$ cat src/design/assert_macros.svh
// ----------------------------------------------------------------------------
// assertion macros
// clocked property checks, compiled out for synthesis
// ----------------------------------------------------------------------------
`ifndef ASSERT_MACROS_SVH
`define ASSERT_MACROS_SVH

`ifndef SYNTHESIS

// property checked at every rising edge outside reset
`define ASSERT_CLK(lbl, clk, rst_n, prop, msg) \
    lbl: assert property (@(posedge clk) disable iff (!rst_n) prop) else $error(msg);

// condition that must never hold outside reset
`define ASSERT_NEVER(lbl, clk, rst_n, cond, msg) \
    lbl: assert property (@(posedge clk) disable iff (!rst_n) !(cond)) else $error(msg);

`else

`define ASSERT_CLK(lbl, clk, rst_n, prop, msg)
`define ASSERT_NEVER(lbl, clk, rst_n, cond, msg)

`endif

`endif

$ cat src/design/dcrq_pkg.sv
// ----------------------------------------------------------------------------
// dcrq_pkg
// shared types and constants of the distinct count range query block
// ----------------------------------------------------------------------------
`default_nettype none

package dcrq_pkg;

    // request and result field widths
    localparam int VAL_W       = 10;
    localparam int LEFT_W      = 11;
    localparam int CNT_W       = 11;
    localparam int STAT_W      = 2;
    localparam int IN_TDATA_W  = 24;
    localparam int OUT_TDATA_W = 16;
    localparam int IN_PAD_W    = IN_TDATA_W - VAL_W - LEFT_W;
    localparam int OUT_PAD_W   = OUT_TDATA_W - CNT_W - STAT_W;
    localparam int BIT_CNT_W   = 4;

    // request kinds
    localparam logic REQ_APPEND = 1'b0;
    localparam logic REQ_QUERY  = 1'b1;

    // result status codes
    typedef enum logic [STAT_W-1:0] {
        ST_OK       = 2'd0,
        ST_FULL     = 2'd1,
        ST_BAD_LEFT = 2'd2
    } status_t;

    // sequencer states
    typedef enum logic [3:0] {
        S_CLEAR,
        S_IDLE,
        S_MOD,
        S_LP_RD,
        S_LP_CHK,
        S_RM_WAIT,
        S_ADD_WAIT,
        S_Q1_WAIT,
        S_Q2_WAIT,
        S_DONE
    } state_t;

    // command to the tree walk unit
    typedef struct packed {
        logic start;
        logic add_mode;   // 1: point update walk, 0: prefix sum walk
        logic negate;     // update by -1 / subtract the prefix
        logic clear_acc;  // zero the accumulator at start
    } walk_ctl_t;

endpackage

`default_nettype wire

$ cat src/design/dcrq_walk.sv
// ----------------------------------------------------------------------------
// dcrq_walk
// shared fenwick walk unit: one tree node per cycle, update or prefix sum
// ----------------------------------------------------------------------------
`default_nettype none

module dcrq_walk
    import dcrq_pkg::*;
#(
    parameter int MAX_LENGTH = 1024
) (
    input  wire logic                                clk,
    input  wire logic                                rst_n,
    input  wire walk_ctl_t                           ctl,
    input  wire logic [$clog2(MAX_LENGTH+1):0]       at,
    output logic                                     busy,
    output logic [CNT_W-1:0]                         acc,
    output logic [$clog2(MAX_LENGTH)-1:0]            tree_raddr,
    input  wire logic [$clog2(MAX_LENGTH+1)-1:0]     tree_rdata,
    output logic                                     tree_we,
    output logic [$clog2(MAX_LENGTH)-1:0]            tree_waddr,
    output logic [$clog2(MAX_LENGTH+1)-1:0]          tree_wdata
);

    localparam int TW = $clog2(MAX_LENGTH + 1);
    localparam int IW = TW + 1;
    localparam int AW = $clog2(MAX_LENGTH);
    localparam int DW = (TW > CNT_W) ? TW : CNT_W;

    logic          act_reg,  act_next;
    logic          pend_reg, pend_next;
    logic [IW-1:0] at_reg,   at_next;
    logic [AW-1:0] paddr_reg, paddr_next;
    logic          add_reg,  add_next;
    logic          neg_reg,  neg_next;
    logic [CNT_W-1:0] acc_reg, acc_next;

    logic          in_range;
    logic          issue;
    logic [IW-1:0] low_bit;
    logic [DW-1:0] data_wide;

    // node index step: up the tree for updates, down for prefix sums
    assign low_bit   = at_reg & (~at_reg + 1'b1);
    assign in_range  = (at_reg != '0) && (at_reg <= IW'(MAX_LENGTH));
    assign issue     = act_reg && in_range;
    assign data_wide = DW'(tree_rdata);

    assign tree_raddr = AW'(at_reg - 1'b1);
    assign tree_we    = pend_reg && add_reg;
    assign tree_waddr = paddr_reg;
    assign tree_wdata = tree_rdata + (neg_reg ? {TW{1'b1}} : TW'(1));

    assign busy = act_reg || pend_reg;
    assign acc  = acc_reg;

    always_comb
    begin
        act_next   = act_reg;
        at_next    = at_reg;
        add_next   = add_reg;
        neg_next   = neg_reg;
        acc_next   = acc_reg;
        pend_next  = issue;
        paddr_next = tree_raddr;

        if (ctl.start)
        begin
            act_next = 1'b1;
            at_next  = at;
            add_next = ctl.add_mode;
            neg_next = ctl.negate;
        end
        else if (issue)
        begin
            at_next = add_reg ? (at_reg + low_bit) : (at_reg & (at_reg - 1'b1));
        end
        else
        begin
            act_next = 1'b0;
        end

        // prefix walk folds each node read into the running sum
        if (pend_reg && !add_reg)
        begin
            acc_next = neg_reg ? (acc_reg - data_wide[CNT_W-1:0])
                               : (acc_reg + data_wide[CNT_W-1:0]);
        end

        if (ctl.start && ctl.clear_acc)
        begin
            acc_next = '0;
        end
    end

    always_ff @(posedge clk or negedge rst_n)
    begin
        if (!rst_n)
        begin
            act_reg  <= 1'b0;
            pend_reg <= 1'b0;
        end
        else
        begin
            act_reg  <= act_next;
            pend_reg <= pend_next;
        end
    end

    always_ff @(posedge clk)
    begin
        at_reg    <= at_next;
        add_reg   <= add_next;
        neg_reg   <= neg_next;
        acc_reg   <= acc_next;
        paddr_reg <= paddr_next;
    end

endmodule

`default_nettype wire

$ cat config.mk
export PLATFORM = sky130hd
export DESIGN_NAME = dcrq_walk
export DESIGN_NICKNAME = d
export VERILOG_FILES = /design/src/design/assert_macros.svh /design/src/design/dcrq_pkg.sv /design/src/design/dcrq_walk.sv
export SDC_FILE = /design/constraint.sdc
export NUM_CORES = 1
export LEC_CHECK = 0
export BUFFER_PORTS_ARGS = -buffer_cell sky130_fd_sc_hd__buf_4
export CAP_MARGIN = 20
export CORE_MARGIN = 3
export CORE_UTILIZATION = 40
export CTS_CLUSTER_DIAMETER = 200
export DETAILED_ROUTE_END_ITERATION = 6
export GPL_TIMING_DRIVEN = 0
export SLEW_MARGIN = 10
export SYNTH_ARGS = -nofsm -noshare
export SYNTH_HDL_FRONTEND = slang
export SYNTH_SLANG_ARGS = --single-unit
$ cat constraint.sdc
create_clock -name clk -period 4 [get_ports clk]
set_clock_uncertainty 0.1 [all_clocks]
set_input_delay 0.2 -clock clk [delete_from_list [all_inputs] [get_ports clk]]
set_output_delay 0.2 -clock clk [all_outputs]
set_load 0.02 [all_outputs]
==> results.py <==
metrics = {
    "route": {
        "via_per_inst": 5.23,
        "route.vias.total": 3009,
        "drtIter0Drc": 109,
        "route.final.wire_length_microns": 8020,
        "drt_pass1_iterations": 4,
        "wire_per_inst_microns": 13.9,
        "ant_nets": 0,
        "post-route-drc-count": 0,
    },
    "placement": {
        "portBuffers": 72,
        "place_congestion": 0.856,
        "placed_cells": 563,
        "placed_cell_area_sq_mm": 0.00385,
        "place_hpwl_microns": 6230,
    },
    "layout": {
        "finalInstanceArea_sq_mm": 0.00399,
        "largest_register_ff_count": 12,
        "final_layout_size_suffix_gt1_share_pct": 18.9,
        "total_inserted_antenna_cells": 0,
        "multiInputGateArea_sq_mm": 0.00211,
        "final_net_count": 540,
        "final-instance-count-excl-fill": 575,
        "ff_latch_area_sq_um": 891,
        "final.fill_count": 715,
        "area_delta_synth_final_pct": 25.0,
    },
    "yosys": {
        "synth_cell_type_count": 60,
        "synth_edf_count": 14,
        "syn_area_cell_sq_um": 8.14,
        "yosys-top-cells-count": "45 x nand2_1, 34 x ha_1, 32 x nor2_1",
        "synth_top_area_cell": "ha_1",
        "async_reset_ff_share_pct": 5.41,
        "most_used_standard_cell_by_instance_count_after_synthesis": "nand2_1",
        "synth-seq-cells": 37,
        "synth_top_cells_by_area": "ha_1 13%, dfxtp_1 13%, edfxtp_1 13%",
        "synth_fp_nets": 457,
        "synthesis.yosys.warnings": 0,
        "yosys.area.top_type_share_pct": 13.3,
        "seq_area_frac_synth_pct": 27.9,
        "yosys_most_used_dff": "dfxtp_1",
        "post_synth_instance_area_sq_mm": 0.00319,
        "syn-instance-count": 392,
    },
    "floorplan": {
        "placeableCoreArea_sq_mm": 0.00749,
        "die_h_microns": 95.3,
        "io-pin-count": 73,
        "num_rows": 31,
        "initial_cell_density_of_the_core_pct": 42.6,
        "die-width_microns": 95.3,
        "die_area_sq_mm": 0.00908,
    },
    "clocking": {
        "cts.repair_timing.setup_buffer_count": 0,
        "postCtsResizedCells": 0,
        "h-tree-depth": 2,
        "clk_latency_ns": 0.30,
        "cts.reportedPaths.clkPinSlew_ns": 0.09,
        "cts_tree": "done",
        "tritoncts.num_buffers": 5,
        "holdBufCountCts": 3,
        "cts_sinks": 37,
        "clock_tree.root_cell": "clkbuf_8",
        "cts.path.max_buffers": 2,
    },
    "global_routing": {
        "global_route_wire_length_before_repair_microns": 13400,
        "gr-total-overflow": 0,
        "grt_pass1_vias": 2915,
        "pin_count_of_the_biggest_net_entering_global_routing": 13,
        "grtUsageTotal_pct": 18.5,
        "antenna_found_initial": 0,
    },
    "critical_path": {
        "timing.critical_path.from_type": "flop",
        "slowest_stage": "edfxtp_1",
        "delay_of_the_slowest_cell_on_the_worst_path_ns": 0.62,
        "end_kind": "flop",
        "path_max_fanout": 12,
        "data_required_time_of_the_critical_path_ns": 4.07,
        "worst-endpoint-arrival_ns": 3.48,
        "worst_path_class_setup": "flop to flop",
        "crit_chain": "clkbuf_1 -> nor2_1 -> xnor2_1 -> ha_1 -> nor2b_1 -> o31ai_1 -> a211oi_1 -> o31a_1 -> nor3_1 -> xnor2_1 -> nor2_1",
    },
    "power": {
        "p_clk_share_pct": 18.7,
        "netSwitchingPower_uw": 608,
        "internal_power_uw": 922,
        "cell_area_power_density_mw_per_mm2": 384,
        "power.ir.vdd_worst_mv": 0.170,
        "power.share.switching_pct": 39.8,
        "share_seq_of_total_power_pct": 32.8,
        "p_total_mw": 1.53,
        "leakagePower_nw": 1.77,
        "pwr-share-comb_pct": 48.5,
    },
    "timing": {
        "finalCriticalPeriod_ns": 3.41,
        "relSlewSlack_pct": 57.9,
        "achievable-frequency_mhz": 293,
        "grt_setup_unrepaired": "no",
        "finalSetupTns_ns": 0,
        "hold_viol_final": 0,
        "tightest_slew_ns": 0.632,
        "setup_viol": 0,
        "post-route-period-util_pct": 85.2,
        "timing_max_transition_violations_final": 0,
        "hold-worst-slack_ns": 0.0825,
    },
    "hold_path": {
        "timing.hold.worst.class": "primary input to flop",
    },
    "run": {
        "maxCapViolations": 0,
    },
    "outcome": {
        "run_status": "finished, final reports clean",
    },
}
-- cell type report --
cell class                      instances  share of cell area (%)
Multi-Input combinational cell        308                    53.0
Sequential cell                        37                    22.3
Timing Repair Buffer                   76                    14.6
Tap cell                               99                    3.11
Inverter                               29                    2.73
Clock buffer                            7                    2.17
Buffer                                 18                    1.91
Clock inverter                          1                   0.188
-- worst max-delay path: cells and delay by family, from the launching register on --
family / cells / cell delay [ns]
adder cells (fa/ha/maj): 1 / 0.29
AO/OA/AOI/OAI: 3 / 0.95
flip-flops: 1 / 0.62
buffers and inverters: 1 / 0.39
XOR/XNOR: 2 / 0.35
AND/OR/NAND/NOR: 4 / 0.57
-- path summary, 6_finish.rpt --
path / slack, ns / from / to / cells after the start
worst min register to register: 0.38 / acc[2] / acc[2] / 2
max in group asynchronous: 3.60 / rst_n / pend_reg / 2
min in group asynchronous: 0.12 / rst_n / act_reg / 2
worst min-delay path: 0.08 / at[6] / at_reg[6] / 3
worst max-delay path: 0.59 / neg_reg / acc[10] / 11
worst max register to register: 0.59 / neg_reg / acc[10] / 11
-- metrics by stage --
stage | util (%) | worst slack, ns
6_report | 53.3 | 0.591
5_1_grt | 53.3 | 0.247
4_1_cts | 53.1 | 0.550
3_5_place_dp | 51.5 | 0.572
3_3_place_gp | 51.5 | 0.579
2_1_floorplan | - | 1.12
-- per-layer routing --
| metal | share of wire (%) | global-route usage [%] | up-vias | wire, microns |
|---|---|---|---|---|
| met5 | 0 | 0 | - | 0 |
| li1 | - | - | 1554 | - |
| met2 | 50 | 32.5 | 79 | 3980 |
| met4 | 1.2 | 4.33 | 0 | 98 |
| met3 | 4.6 | 3.24 | 14 | 366 |
| met1 | 45 | 23.5 | 1362 | 3570 |
-- cells by family after synthesis --
group | count (synthesis) | share of synthesized area [%]
adder cells (fa/ha/maj) | 36 | 14.6
flip-flops | 37 | 27.9
AND/OR/NAND/NOR | 146 | 23.0
XOR/XNOR | 26 | 7.14
buffers and inverters | 47 | 5.81
AO/OA/AOI/OAI | 94 | 19.6
multiplexers | 6 | 1.96
-- power by group through the flow --
stage          registers (mW)  logic [mW]  clock network [mW]
2_1_floorplan           0.546       0.455                   0
3_3_place_gp            0.510       0.732                   0
3_5_place_dp            0.511       0.741                   0
4_1_cts                 0.503       0.747               0.300
5_1_grt                 0.512       0.824               0.314
6_report                0.502       0.742               0.286
-- cells in the final DEF (no fill, tap or decap), types with 3 or more instances in the layout --
cell and instances:
and2_1 5, dlygate4sd3_1 4, o21ai_0 14, or3_1 5, clkbuf_1 17, edfxtp_1 14, o31ai_1 5, nand2_1 45
nand3_1 11, o21a_1 3, nand2b_1 7, ha_1 34, buf_4 72, nor3b_1 3, a31oi_1 3, o31a_1 3
nor2b_1 8, a21boi_0 3, or2_1 3, nor3_1 9, nor4_1 4, nor2_1 32, xnor2_1 24, dfxtp_1 21
clkbuf_8 6, a211oi_1 5, mux2i_1 4, and3_1 3, a21oi_1 28, o21ai_1 8, inv_1 29
(Power assumes the default switching activity.)
